**src/hw/rtl/arfm_pkg.sv**
```systemverilog
// ----------------------------------------------------------------------------
// arfm_pkg
// shared widths, codes and types of the address range free map
// ----------------------------------------------------------------------------
`default_nettype none

package arfm_pkg;

  // default sizing
  localparam int MAX_FREE_RANGES_DEF = 16;
  localparam int ADDRESS_BITS_DEF    = 16;

  // port field widths
  localparam int OP_W        = 1;
  localparam int ADDR_IN_W   = 16;
  localparam int STATUS_W    = 2;
  localparam int COUNT_OUT_W = 5;

  // request operations
  localparam logic [OP_W-1:0] OP_ALLOCATE = 1'b0;
  localparam logic [OP_W-1:0] OP_RESERVE  = 1'b1;

  // result status codes
  localparam logic [STATUS_W-1:0] STATUS_OK              = 2'd0;
  localparam logic [STATUS_W-1:0] STATUS_CONFLICT        = 2'd1;
  localparam logic [STATUS_W-1:0] STATUS_TABLE_FULL      = 2'd2;
  localparam logic [STATUS_W-1:0] STATUS_START_AFTER_END = 2'd3;

  // outcome of comparing one stored range against the request
  typedef struct packed {
    logic hit;    // range is cut by the request
    logic left;   // a piece survives below the request
    logic right;  // a piece survives above the request
  } cut_t;

endpackage

`default_nettype wire

```
**src/hw/rtl/arfm_req_if.sv**
```systemverilog
// ----------------------------------------------------------------------------
// arfm_req_if
// request channel of the address range free map: operation and range
// ----------------------------------------------------------------------------
`default_nettype none

interface arfm_req_if;
  logic                                valid;
  logic                                ready;
  logic [arfm_pkg::OP_W-1:0]           operation;
  logic [arfm_pkg::ADDR_IN_W-1:0]      start_address;
  logic [arfm_pkg::ADDR_IN_W-1:0]      end_address;

  modport source (output valid, operation, start_address, end_address, input ready);
  modport sink   (input valid, operation, start_address, end_address, output ready);
endinterface

`default_nettype wire

```
**src/hw/rtl/arfm_rsp_if.sv**
```systemverilog
// ----------------------------------------------------------------------------
// arfm_rsp_if
// result channel of the address range free map: status and range count
// ----------------------------------------------------------------------------
`default_nettype none

interface arfm_rsp_if;
  logic                                valid;
  logic                                ready;
  logic [arfm_pkg::STATUS_W-1:0]       status;
  logic [arfm_pkg::COUNT_OUT_W-1:0]    ranges_in_use;

  modport source (output valid, status, ranges_in_use, input ready);
  modport sink   (input valid, status, ranges_in_use, output ready);
endinterface

`default_nettype wire

```
**src/hw/rtl/arfm_table.sv**
```systemverilog
// ----------------------------------------------------------------------------
// arfm_table
// two-bank range storage, one write and one registered read per cycle
// ----------------------------------------------------------------------------
`default_nettype none

module arfm_table #(
  parameter int ADDR_W = 5,
  parameter int DATA_W = 32
) (
  input  wire logic              clk,
  input  wire logic              wr_en,
  input  wire logic [ADDR_W-1:0] wr_addr,
  input  wire logic [DATA_W-1:0] wr_data,
  input  wire logic              rd_en,
  input  wire logic [ADDR_W-1:0] rd_addr,
  output logic      [DATA_W-1:0] rd_data
);

  logic [DATA_W-1:0] mem [2**ADDR_W];

  always_ff @(posedge clk) begin
    if (wr_en) begin
      mem[wr_addr] <= wr_data;
    end
    if (rd_en) begin
      rd_data <= mem[rd_addr];
    end
  end

endmodule

`default_nettype wire

```
**src/hw/rtl/arfm_cut.sv**
```systemverilog
// ----------------------------------------------------------------------------
// arfm_cut
// shared compare unit: tests one stored range against the request range
// ----------------------------------------------------------------------------
`default_nettype none

module arfm_cut #(
  parameter int ADDRESS_BITS = arfm_pkg::ADDRESS_BITS_DEF
) (
  input  wire logic [arfm_pkg::OP_W-1:0] op,
  input  wire logic [ADDRESS_BITS-1:0]   start_address,
  input  wire logic [ADDRESS_BITS-1:0]   end_address,
  input  wire logic [ADDRESS_BITS-1:0]   first,
  input  wire logic [ADDRESS_BITS-1:0]   last,
  output arfm_pkg::cut_t                 flags,
  output logic      [ADDRESS_BITS-1:0]   left_last,
  output logic      [ADDRESS_BITS-1:0]   right_first
);

  logic overlap;
  logic contains;

  always_comb begin
    overlap     = (last >= start_address) && (first <= end_address);
    contains    = (first <= start_address) && (end_address <= last);
    // reserve cuts anything it touches, allocate only its enclosing range
    flags.hit   = (op == arfm_pkg::OP_RESERVE) ? overlap : contains;
    flags.left  = first < start_address;
    flags.right = last > end_address;
    left_last   = start_address - ADDRESS_BITS'(1);
    right_first = end_address + ADDRESS_BITS'(1);
  end

endmodule

`default_nettype wire

```
**src/hw/rtl/address_range_free_map_core.sv**
```systemverilog
// ----------------------------------------------------------------------------
// address_range_free_map_core
// sorted table of disjoint free address ranges with allocate and reserve
// ----------------------------------------------------------------------------
// The core keeps up to MAX_FREE_RANGES free ranges in ascending order. An
// allocate request claims exactly [start, end] and must sit inside one free
// range, otherwise status is conflict. A reserve request removes [start, end]
// from the free set and ignores addresses that are already taken. Either
// request may split a range; if the result would need more than
// MAX_FREE_RANGES entries the status is table_full. A start above the end
// reports start_after_end. In every failing case the table is left as it was,
// and ranges_in_use always reports the count held after the request.
// The table lives in a two-bank memory: each request streams the current bank
// through one shared compare unit, one stored range at a time, and writes the
// surviving pieces into the other bank, which becomes current on success.
// Each stored range passes through a read state and a compare-and-write
// state, plus a third state when it is split in two, since the memory has a
// single write port. A request thus passes through the accepting state, the
// read and compare states of each range held when it is accepted, one more
// state per split and a closing state that loads the result into the output
// register. start_after_end or an empty table goes straight from acceptance
// to the closing state. The closing state waits as long as an older result
// still sits in the output register; no new request is taken meanwhile. The
// output register lets the next request be accepted while an earlier result
// waits to be taken. After reset the core writes the initial full-space
// range in its init state before it raises ready.
// ----------------------------------------------------------------------------
`default_nettype none

module address_range_free_map_core #(
  parameter int MAX_FREE_RANGES = arfm_pkg::MAX_FREE_RANGES_DEF,
  parameter int ADDRESS_BITS    = arfm_pkg::ADDRESS_BITS_DEF
) (
  input  wire logic  clk,
  input  wire logic  rst,
  arfm_req_if.sink   req,
  arfm_rsp_if.source rsp
);

  localparam int IW     = $clog2(MAX_FREE_RANGES);      // entry index
  localparam int CW     = $clog2(MAX_FREE_RANGES + 1);  // range count
  localparam int NW     = $clog2(MAX_FREE_RANGES + 2);  // fill, one past full
  localparam int MW     = IW + 1;                       // bank plus index
  localparam int EW     = 2 * ADDRESS_BITS;             // first and last
  localparam int OUT_CW = arfm_pkg::COUNT_OUT_W;

  // sequencer states
  localparam logic [2:0] ST_INIT  = 3'd0;  // write initial full-space range
  localparam logic [2:0] ST_IDLE  = 3'd1;  // waiting for a request
  localparam logic [2:0] ST_READ  = 3'd2;  // read next stored range
  localparam logic [2:0] ST_EVAL  = 3'd3;  // compare, write first piece
  localparam logic [2:0] ST_RIGHT = 3'd4;  // write upper piece of a split
  localparam logic [2:0] ST_DONE  = 3'd5;  // commit or drop, post result

  logic [2:0]                    state, state_next;
  logic                          bank, bank_next;       // current table bank
  logic [CW-1:0]                 count, count_next;     // ranges held
  logic [CW-1:0]                 idx, idx_next;         // range being read
  logic [NW-1:0]                 fill, fill_next;       // ranges produced
  logic                          found, found_next;     // some range was cut
  logic [arfm_pkg::OP_W-1:0]     op, op_next;
  logic [ADDRESS_BITS-1:0]       lo, lo_next;
  logic [ADDRESS_BITS-1:0]       hi, hi_next;
  logic                          order_err, order_err_next;
  logic                          out_valid, out_valid_next;
  logic [arfm_pkg::STATUS_W-1:0] out_status, out_status_next;
  logic [OUT_CW-1:0]             out_ranges, out_ranges_next;

  // table port
  logic                          wr_en;
  logic [MW-1:0]                 wr_addr;
  logic [EW-1:0]                 wr_data;
  logic                          rd_en;
  logic [MW-1:0]                 rd_addr;
  logic [EW-1:0]                 rd_data;

  // compare unit
  logic [ADDRESS_BITS-1:0]       entry_first;
  logic [ADDRESS_BITS-1:0]       entry_last;
  arfm_pkg::cut_t                cut;
  logic [ADDRESS_BITS-1:0]       left_last;
  logic [ADDRESS_BITS-1:0]       right_first;

  // helpers
  logic [ADDRESS_BITS-1:0]       req_lo;
  logic [ADDRESS_BITS-1:0]       req_hi;
  logic [NW-1:0]                 fill_inc;
  logic                          fill_room;
  logic [CW-1:0]                 idx_inc;
  logic                          idx_last;

  assign entry_first = rd_data[EW-1:ADDRESS_BITS];
  assign entry_last  = rd_data[ADDRESS_BITS-1:0];

  arfm_table #(
    .ADDR_W (MW),
    .DATA_W (EW)
  ) u_table (
    .clk     (clk),
    .wr_en   (wr_en),
    .wr_addr (wr_addr),
    .wr_data (wr_data),
    .rd_en   (rd_en),
    .rd_addr (rd_addr),
    .rd_data (rd_data)
  );

  arfm_cut #(
    .ADDRESS_BITS (ADDRESS_BITS)
  ) u_cut (
    .op            (op),
    .start_address (lo),
    .end_address   (hi),
    .first         (entry_first),
    .last          (entry_last),
    .flags         (cut),
    .left_last     (left_last),
    .right_first   (right_first)
  );

  always_comb begin
    state_next      = state;
    bank_next       = bank;
    count_next      = count;
    idx_next        = idx;
    fill_next       = fill;
    found_next      = found;
    op_next         = op;
    lo_next         = lo;
    hi_next         = hi;
    order_err_next  = order_err;
    // output register drains whenever the sink takes it
    out_valid_next  = out_valid && !rsp.ready;
    out_status_next = out_status;
    out_ranges_next = out_ranges;

    // addresses are cut or widened to the table width
    req_lo    = ADDRESS_BITS'(req.start_address);
    req_hi    = ADDRESS_BITS'(req.end_address);

    // fill saturates one past full; writes stop once the bank is full
    fill_inc  = (fill == NW'(MAX_FREE_RANGES + 1)) ? fill : fill + NW'(1);
    fill_room = fill < NW'(MAX_FREE_RANGES);
    idx_inc   = idx + CW'(1);
    idx_last  = idx_inc == count;

    wr_en   = 1'b0;
    wr_addr = {~bank, fill[IW-1:0]};
    wr_data = rd_data;
    rd_en   = 1'b0;
    rd_addr = {bank, idx[IW-1:0]};

    unique case (state)
      ST_INIT: begin
        // bank 0 entry 0 holds the whole address space
        wr_en      = 1'b1;
        wr_addr    = '0;
        wr_data    = {{ADDRESS_BITS{1'b0}}, {ADDRESS_BITS{1'b1}}};
        state_next = ST_IDLE;
      end

      ST_IDLE: begin
        if (req.valid) begin
          op_next        = req.operation;
          lo_next        = req_lo;
          hi_next        = req_hi;
          idx_next       = '0;
          fill_next      = '0;
          found_next     = 1'b0;
          order_err_next = req_lo > req_hi;
          if ((req_lo > req_hi) || (count == '0)) begin
            state_next = ST_DONE;
          end else begin
            state_next = ST_READ;
          end
        end
      end

      ST_READ: begin
        rd_en      = 1'b1;
        state_next = ST_EVAL;
      end

      ST_EVAL: begin
        if (!cut.hit) begin
          // untouched range is copied as it stands
          wr_en     = fill_room;
          wr_data   = rd_data;
          fill_next = fill_inc;
        end else begin
          found_next = 1'b1;
          if (cut.left || cut.right) begin
            wr_en     = fill_room;
            wr_data   = cut.left ? {entry_first, left_last} : {right_first, entry_last};
            fill_next = fill_inc;
          end
        end
        if (cut.hit && cut.left && cut.right) begin
          state_next = ST_RIGHT;
        end else begin
          idx_next   = idx_inc;
          state_next = idx_last ? ST_DONE : ST_READ;
        end
      end

      ST_RIGHT: begin
        wr_en      = fill_room;
        wr_data    = {right_first, entry_last};
        fill_next  = fill_inc;
        idx_next   = idx_inc;
        state_next = idx_last ? ST_DONE : ST_READ;
      end

      ST_DONE: begin
        // wait while an older result still sits in the output register
        if (!out_valid || rsp.ready) begin
          out_valid_next  = 1'b1;
          out_ranges_next = OUT_CW'(count);
          state_next      = ST_IDLE;
          if (order_err) begin
            out_status_next = arfm_pkg::STATUS_START_AFTER_END;
          end else if ((op == arfm_pkg::OP_ALLOCATE) && !found) begin
            out_status_next = arfm_pkg::STATUS_CONFLICT;
          end else if (fill > NW'(MAX_FREE_RANGES)) begin
            out_status_next = arfm_pkg::STATUS_TABLE_FULL;
          end else begin
            // new bank becomes the table
            out_status_next = arfm_pkg::STATUS_OK;
            count_next      = CW'(fill);
            bank_next       = ~bank;
            out_ranges_next = OUT_CW'(fill);
          end
        end
      end

      default: begin
        state_next = ST_IDLE;
      end
    endcase
  end

  // control state
  always_ff @(posedge clk) begin
    if (rst) begin
      state     <= ST_INIT;
      bank      <= 1'b0;
      count     <= CW'(1);
      out_valid <= 1'b0;
    end else begin
      state     <= state_next;
      bank      <= bank_next;
      count     <= count_next;
      out_valid <= out_valid_next;
    end
  end

  // request working copy and result payload
  always_ff @(posedge clk) begin
    idx        <= idx_next;
    fill       <= fill_next;
    found      <= found_next;
    op         <= op_next;
    lo         <= lo_next;
    hi         <= hi_next;
    order_err  <= order_err_next;
    out_status <= out_status_next;
    out_ranges <= out_ranges_next;
  end

  assign req.ready         = state == ST_IDLE;
  assign rsp.valid         = out_valid;
  assign rsp.status        = out_status;
  assign rsp.ranges_in_use = out_ranges;

endmodule

`default_nettype wire

```
**src/flat_wrapper.sv**
```systemverilog
// flat-port wrapper written by rule: the top's interface ports become plain ports
module address_range_free_map_core_flat 
#(
  parameter int MAX_FREE_RANGES = arfm_pkg::MAX_FREE_RANGES_DEF,
  parameter int ADDRESS_BITS    = arfm_pkg::ADDRESS_BITS_DEF
)
  (clk, rst, req_valid, req_operation, req_start_address, req_end_address, req_ready, rsp_valid, rsp_status, rsp_ranges_in_use, rsp_ready);
  arfm_req_if req_i ();
  arfm_rsp_if rsp_i ();
  input  wire logic clk;
  input  wire logic rst;
  input wire logic [$bits(req_i.valid)-1:0] req_valid;
  input wire logic [$bits(req_i.operation)-1:0] req_operation;
  input wire logic [$bits(req_i.start_address)-1:0] req_start_address;
  input wire logic [$bits(req_i.end_address)-1:0] req_end_address;
  output wire logic [$bits(req_i.ready)-1:0] req_ready;
  output wire logic [$bits(rsp_i.valid)-1:0] rsp_valid;
  output wire logic [$bits(rsp_i.status)-1:0] rsp_status;
  output wire logic [$bits(rsp_i.ranges_in_use)-1:0] rsp_ranges_in_use;
  input wire logic [$bits(rsp_i.ready)-1:0] rsp_ready;
  assign req_i.valid = req_valid;
  assign req_i.operation = req_operation;
  assign req_i.start_address = req_start_address;
  assign req_i.end_address = req_end_address;
  assign req_ready = req_i.ready;
  assign rsp_valid = rsp_i.valid;
  assign rsp_status = rsp_i.status;
  assign rsp_ranges_in_use = rsp_i.ranges_in_use;
  assign rsp_i.ready = rsp_ready;
  address_range_free_map_core #(.MAX_FREE_RANGES(MAX_FREE_RANGES), .ADDRESS_BITS(ADDRESS_BITS)) u_core (.clk(clk), .rst(rst), .req(req_i), .rsp(rsp_i));
endmodule
```
**config.mk**
```make
export PLATFORM = sky130hd
export DESIGN_NAME = address_range_free_map_core_flat
export DESIGN_NICKNAME = d
export VERILOG_FILES = /design/src/hw/rtl/arfm_pkg.sv /design/src/hw/rtl/arfm_req_if.sv /design/src/hw/rtl/arfm_rsp_if.sv /design/src/hw/rtl/arfm_table.sv /design/src/hw/rtl/arfm_cut.sv /design/src/hw/rtl/address_range_free_map_core.sv /design/src/flat_wrapper.sv
export SDC_FILE = /design/constraint.sdc
export NUM_CORES = 1
export LEC_CHECK = 0
export ABC_AREA = 1
export BUFFER_PORTS_ARGS = -buffer_cell sky130_fd_sc_hd__buf_2
export CAP_MARGIN = 5
export CORE_AREA = 2 2 419 421
export DETAILED_ROUTE_END_ITERATION = 16
export DIE_AREA = 0 0 421 423
export PLACE_DENSITY = 0.49
export SETUP_SLACK_MARGIN = 0.2
export SLEW_MARGIN = 30
export SYNTH_ARGS = -nofsm -noshare
export SYNTH_HDL_FRONTEND = slang
export SYNTH_HIERARCHICAL = 1
export SYNTH_SLANG_ARGS = --single-unit
export TNS_END_PERCENT = 50
```
**constraint.sdc**
```tcl
create_clock -name clk -period 6.5 [get_ports clk]
set_input_delay 0.65 -clock clk [delete_from_list [all_inputs] [get_ports clk]]
set_output_delay 0.65 -clock clk [all_outputs]
set_load 0.005 [all_outputs]
```
==> out/qor.yml, run 1 <==
sta:
  fin_ws_ns: 1.40
  fin_crit_ns: 5.10
  fin_crit_sh_pct: 78.4
  hold-worst-slack_ns: 0.103
  finalSetupViolations: 0
  relSlewSlack_pct: 29.5
  final-hold-violation-count: 0
  rsz0062_at_grt: "no"
  tightest_slew_ns: 1.05
  max_freq_mhz: 196
  slew_violations: 0
  finalClockSkew_ns: 0.0252
  finalSetupTns_ns: 0
layout:
  fin_cells: 6757
  final_cell_area_um2: 55500
  multi_input_area_um2: 13300
  seqCellArea_um2: 33500
  synthToLayoutAreaGrowth_pct: 14.5
  nFillCells: 17400
  nNetsFinal: 4451
  final_util_pct: 32.0
  drive_gt1_share_pct: 9.12
run_status:
  outcome: "finished, final reports clean"
die:
  die-area_um2: 178000
  floorplan.rows: 153
  start_util_pct: 28.0
  ioPinCount: 46
  dieHeight_um: 423
  design.core.area_um2: 173000
  die_w_um: 421
clock_network:
  insertion_delay_ns: 0.74
  clk_pin_slew_ns: 0.06
  cts_max_path_buffers: 3
  cts_resized: 0
  cts_made_buffers: 118
  cts_tree: "built"
  htreeDepth: 3
  cts_setup_buffers: 0
  ctsHoldBuffers: 0
  clock_sinks: 1118
  cts-root-buf: "clkbuf_16"
hold_path:
  hp-class: "input pin to register"
grt:
  grt_max_degree: 185
  grt_overflow_total: 0
  grt_pass1_vias: 30800
  track_usage_pct: 15.8
  grt_pass1_wl_um: 210000
  antenna_found_initial: 5
setup_path:
  required_ns: 6.87
  crit_path_end_kind: "register"
  crit_type: "register to register"
  crit_path_start_kind: "register"
  cp_max_fo: 22
  cp.arrival_ns: 5.47
run:
  cap_violations: 0
power:
  peakVddDrop_v: 0.000243
  internal-power_mw: 14.4
  seq_power_share_pct: 41.8
  p_sw_mw: 7.89
  combinationalPowerShare_pct: 28.5
  powerDensity_nw_per_um2: 403
  power_frac_clock_pct: 29.6
  leakage_nw: 20.4
  p_sw_share_pct: 35.3
  finalPower_mw: 22.3
logic_synthesis:
  synth_area_um2: 48500
  ys_ff_latch: 1118
  syn_inst: 4288
  synth_nets: 4411
  synth_cell_types: 42
  synth_seq_area_share_pct: 69.1
  synth_area_per_cell_um2: 11.3
  synth.yosys.warnings: 6
place:
  place_area_um2: 51600
  hpwlAfterDp_um: 82500
  dp.cells: 6530
  place_ws_ns: 1.50
  place_congestion: 0.854
  numPortBuffers: 45
drt:
  drt-total-wl_um: 143000
  wl_per_cell_um: 21.1
  dr.first_iter.drc_count: 3138
  drtPass1Iterations: 5
  drc: 0
  routed_via_density: 4.72
  ant_nets: 0
  num_vias: 31900
==> area by class of cell <==
type	instances	area share, %
Antenna cell	3	0.0135
Clock buffer	142	5.52
Clock inverter	79	1.29
Inverter	149	1.06
Multi-Input combinational cell	2795	23.9
Sequential cell	1118	60.4
Tap cell	2325	5.25
Timing Repair Buffer	146	2.62
==> state kept, by name, indices dropped and copies added, names as in the netlist <==
| register | cells |
|---|---|
| u_core/rsp.status | 2 |
| u_core/fill | 5 |
| u_core/u_table/mem | 1024 |
| u_core/found | 1 |
| u_core/op | 1 |
| u_core/u_table/rd_data | 32 |
| u_core/rsp.ranges_in_use | 5 |
| u_core/order_err | 1 |
| u_core/idx | 5 |
| u_core/bank | 1 |
| u_core/count | 5 |
| u_core/hi | 16 |
| u_core/lo | 16 |
| u_core/rsp.valid | 1 |
| u_core/state | 3 |
==> Yosys cell counts, drive strengths merged <==
| cell type | number | share of area [%] |
|---|---|---|
| clkinv | 2 | 0.015 |
| dfxtp | 10 | 0.41 |
| nand2 | 1602 | 12 |
| a31oi | 2 | 0.026 |
| a211oi | 4 | 0.088 |
| a21oi | 54 | 0.56 |
| a21o | 4 | 0.062 |
| clkbuf | 28 | 0.22 |
| xor2 | 27 | 0.49 |
| nand3 | 812 | 8.4 |
| inv | 147 | 1.2 |
| o21a | 1 | 0.015 |
| o21bai | 4 | 0.062 |
| nor3 | 10 | 0.15 |
| nand3b | 1 | 0.015 |
| o21ai | 51 | 0.61 |
| a311oi | 1 | 0.018 |
| o221ai | 1 | 0.018 |
| edfxtp | 1108 | 69 |
| o31ai | 1 | 0.015 |
| nand4 | 13 | 0.17 |
| xnor2 | 5 | 0.090 |
| nor2 | 114 | 1.0 |
| or2 | 1 | 0.013 |
| buf | 198 | 3.1 |
| a21boi | 1 | 0.015 |
| ha | 86 | 2.2 |
==> critical path, cell delays in order, from the launching register on <==
cell,delay [ns]
edfxtp_1,0.38
inv_1,0.11
ha_1,0.31
nand2_1,0.08
nor2_1,0.18
nand3_1,0.10
nand3_1,0.16
nand2_1,0.09
a21boi_1,0.33
nor2_1,0.10
a311oi_1,0.88
nand3_1,0.86
nor2_4,0.64
buf_4,0.49
==> cell usage in the layout, fill, tap and decap left out, types with 17 or more instances in the layout <==
cell	count
xor2_1	27
clkinv_1	37
clkbuf_16	119
nand3_1	809
ha_1	86
nor2_4	38
o21ai_0	30
o21ai_4	17
clkinv_2	23
buf_2	45
edfxtp_1	1108
a21oi_1	54
clkbuf_1	23
inv_1	134
buf_4	70
nand2_1	1593
nor2_1	68
==> metal layers <==
metal | share of wire [%] | track usage, % | up-vias
met1 | 46 | 22.2 | 15800
met3 | 6.3 | 2.88 | 200
li1 | - | - | 15000
met2 | 45 | 24.8 | 962
met4 | 2.6 | 4.38 | 0
met5 | 0 | 0 | -
==> power groups by stage <==
stage          registers [mW]  clock network, mW  logic [mW]
2_1_floorplan            9.48                  0        3.79
5_1_grt                  9.38               7.04        6.98
6_report                 9.34               6.62        6.37
4_1_cts                  9.35               6.77        6.35
3_3_place_gp             9.50                  0        6.21
3_5_place_dp             9.50                  0        6.33
==> worst paths after layout <==
path / slack (ns) / cells after the start / startpoint / endpoint
worst max-delay path: 1.40 / 13 / u_core/hi[7]$_DFFE_PP_ / u_core/u_table/mem[3][23]$_DFFE_PP_
worst min-delay path: 0.10 / 1 / req_operation / u_core/op$_DFFE_PP_
worst max register to register: 1.40 / 13 / u_core/hi[7]$_DFFE_PP_ / u_core/u_table/mem[3][23]$_DFFE_PP_
worst min register to register: 0.52 / 2 / u_core/count[3]$_SDFFE_PP0P_ / u_core/count[3]$_SDFFE_PP0P_
==> cell families after synthesis <==
| family | count (synthesis) | share of synthesized area, % |
|---|---|---|
| buffers and inverters | 375 | 4.44 |
| XOR/XNOR | 32 | 0.578 |
| AO/OA/AOI/OAI | 124 | 1.49 |
| AND/OR/NAND/NOR | 2553 | 22.2 |
| adder cells (fa/ha/maj) | 86 | 2.22 |
| flip-flops | 1118 | 69.1 |
Power figures use the tool's default switching activity.
==> inputs of run 2 (changes only) <==
- clock period: 6.5 -> 4.7 ns (I/O delays scaled with it)
==> out/qor.yml, run 2 (synthesized netlist as in run 1, its figures left out) <==
run_status:
  outcome: "finished, final reports clean"
grt:
  grt_overflow_total: 0
  antenna_found_initial: 5
  grt_pass1_wl_um: 208000
  grt_max_degree: 179
  track_usage_pct: 15.4
  grt_pass1_vias: 30400
sta:
  relSlewSlack_pct: 29.6
  tightest_slew_ns: 1.06
  finalClockSkew_ns: 0.0245
  slew_violations: 0
  rsz0062_at_grt: "no"
  final-hold-violation-count: 0
  finalSetupViolations: 0
  finalSetupTns_ns: 0
  max_freq_mhz: 251
  fin_crit_sh_pct: 84.9
  fin_crit_ns: 3.99
setup_path:
  slowest_stage: "a311oi_1"
  cp.arrival_ns: 4.43
  startpoint: "u_core/hi[7]$_DFFE_PP_"
  worstReg2RegStart: "u_core/hi[7]$_DFFE_PP_"
  crit_path_start_kind: "register"
  crit_path_end_kind: "register"
  path_cells: "inv_1 > ha_1 > nand2_1 > nor2_1 > o21ai_1 > nand3_1 > nand2_1 > a21boi_1 > nor2_1 > a311oi_1 > nand3_1 > buf_4 > nor2_4 > buf_12"
  cp_max_fo: 19
  slowest_delay_ns: 0.80
  path_delay_family: "simple AND/OR/NAND/NOR gates"
  crit_type: "register to register"
  crit_buf_inv: 3
  required_ns: 5.14
layout:
  seqCellArea_um2: 33500
  most-common-layout-cells: "nand2_1, edfxtp_1, nand3_1"
  top_register: "u_core/u_table/mem"
  drive_gt1_share_pct: 8.99
  mostFrequentLayoutCell: "nand2_1"
  nFillCells: 17400
  synthToLayoutAreaGrowth_pct: 14.6
  multi_input_area_um2: 13100
  largest_register_ffs: 1024
  nNetsFinal: 4487
  top_regs: "u_core/u_table/mem: 1024 flops, u_core/u_table/rd_data: 32 flops"
  final_cell_area_um2: 55500
power:
  peakVddDrop_v: 0.000374
  combinationalPowerShare_pct: 28.9
  leakage_nw: 20.5
  power_frac_clock_pct: 29.1
  p_sw_mw: 11.1
  p_sw_share_pct: 35.9
  internal-power_mw: 19.7
  seq_power_share_pct: 42.0
  powerDensity_nw_per_um2: 555
die:
  dieHeight_um: 423
  die-area_um2: 178000
  ioPinCount: 46
  die_w_um: 421
  start_util_pct: 28.0
  floorplan.rows: 153
  design.core.area_um2: 173000
clock_network:
  cts-root-buf: "clkbuf_16"
  cts_resized: 0
  cts_max_path_buffers: 3
  cts_setup_buffers: 0
  htreeDepth: 3
  ctsHoldBuffers: 34
  clock_sinks: 1118
  insertion_delay_ns: 0.74
  cts_tree: "built"
  clk_pin_slew_ns: 0.06
  cts_made_buffers: 115
hold_path:
  hp-class: "input pin to register"
  worstHoldStart: "rsp_ready"
drt:
  highest_layer: "met4"
  drt-total-wl_um: 140000
  wl_met2_um: 62100
  routed_via_density: 4.67
  dr.first_iter.drc_count: 3270
  ant_nets: 0
  route.met3.wl_um: 8300
  met1Wirelength_um: 67000
  drc: 0
  drtPass1Iterations: 6
  num_vias: 31700
  wl_per_cell_um: 20.6
place:
  place_congestion: 0.830
  numPortBuffers: 45
  hpwlAfterDp_um: 84600
  place_area_um2: 51500
run:
  cap_violations: 0
run 2: metal layers:
metal  vias to the layer above  global-route usage (%)
li1                      15000                       -
met1                     15600                    23.2
met2                       936                    23.3
met3                       146                    2.26
met4                         0                    3.16
met5                         -                       0
run 2: area by class of cell:
type                            count  share of cell area, %
Multi-Input combinational cell   2795                   23.6
Timing Repair Buffer              185                   3.21
Tap cell                         2325                   5.24
Antenna cell                        2                0.00902
Clock inverter                     68                   1.00
Clock buffer                      144                   5.53
Sequential cell                  1118                   60.3
Inverter                          149                   1.06
run 2: power by group through the flow:
stage	sequential, mW	combinational (mW)	clock [mW]
2_1_floorplan	13.1	5.24	0
3_3_place_gp	13.1	8.87	0
3_5_place_dp	13.1	8.91	0
4_1_cts	12.9	8.96	9.14
5_1_grt	13.0	9.75	9.50
6_report	12.9	8.90	8.96
run 2: final timing paths:
| kind | slack [ns] | depth (start not counted) | to |
|---|---|---|---|
| worst max-delay path | 0.71 | 14 | u_core/u_table/mem[15][1]$_DFFE_PP_ |
| worst min-delay path | 0.08 | 4 | u_core/rsp.valid$_SDFF_PP0_ |
| worst max register to register | 0.71 | 14 | u_core/u_table/mem[15][1]$_DFFE_PP_ |
| worst min register to register | 0.52 | 2 | u_core/count[3]$_SDFFE_PP0P_ |
run 2: worst reg2reg max path, cell delays in order, from the launching register on:
cell and delay [ns]:
edfxtp_1 0.39, inv_1 0.11, ha_1 0.31, nand2_1 0.07, nor2_1 0.19, o21ai_1 0.11, nand3_1 0.12, nand2_1 0.08
a21boi_1 0.22, nor2_1 0.10, a311oi_1 0.80, nand3_1 0.16, buf_4 0.27, nor2_4 0.50, buf_12 0.25
run 2: stage by stage:
stage / std cells / worst slack [ns] / hold WS (ns) / util, % / total power, mW
floorplan: 4288 / 0.759 / 0.457 / - / 18.3
detailed placement: 6538 / 0.777 / 0.513 / 29.7 / 22.0
global route: 6785 / 0.437 / 0.0727 / 32.0 / 32.2
global placement: 6536 / 0.749 / 0.504 / 29.7 / 22.0
finish: 6786 / 0.711 / 0.0769 / 32.0 / 30.8
CTS: 6784 / 0.731 / 0.0274 / 32.0 / 31.0
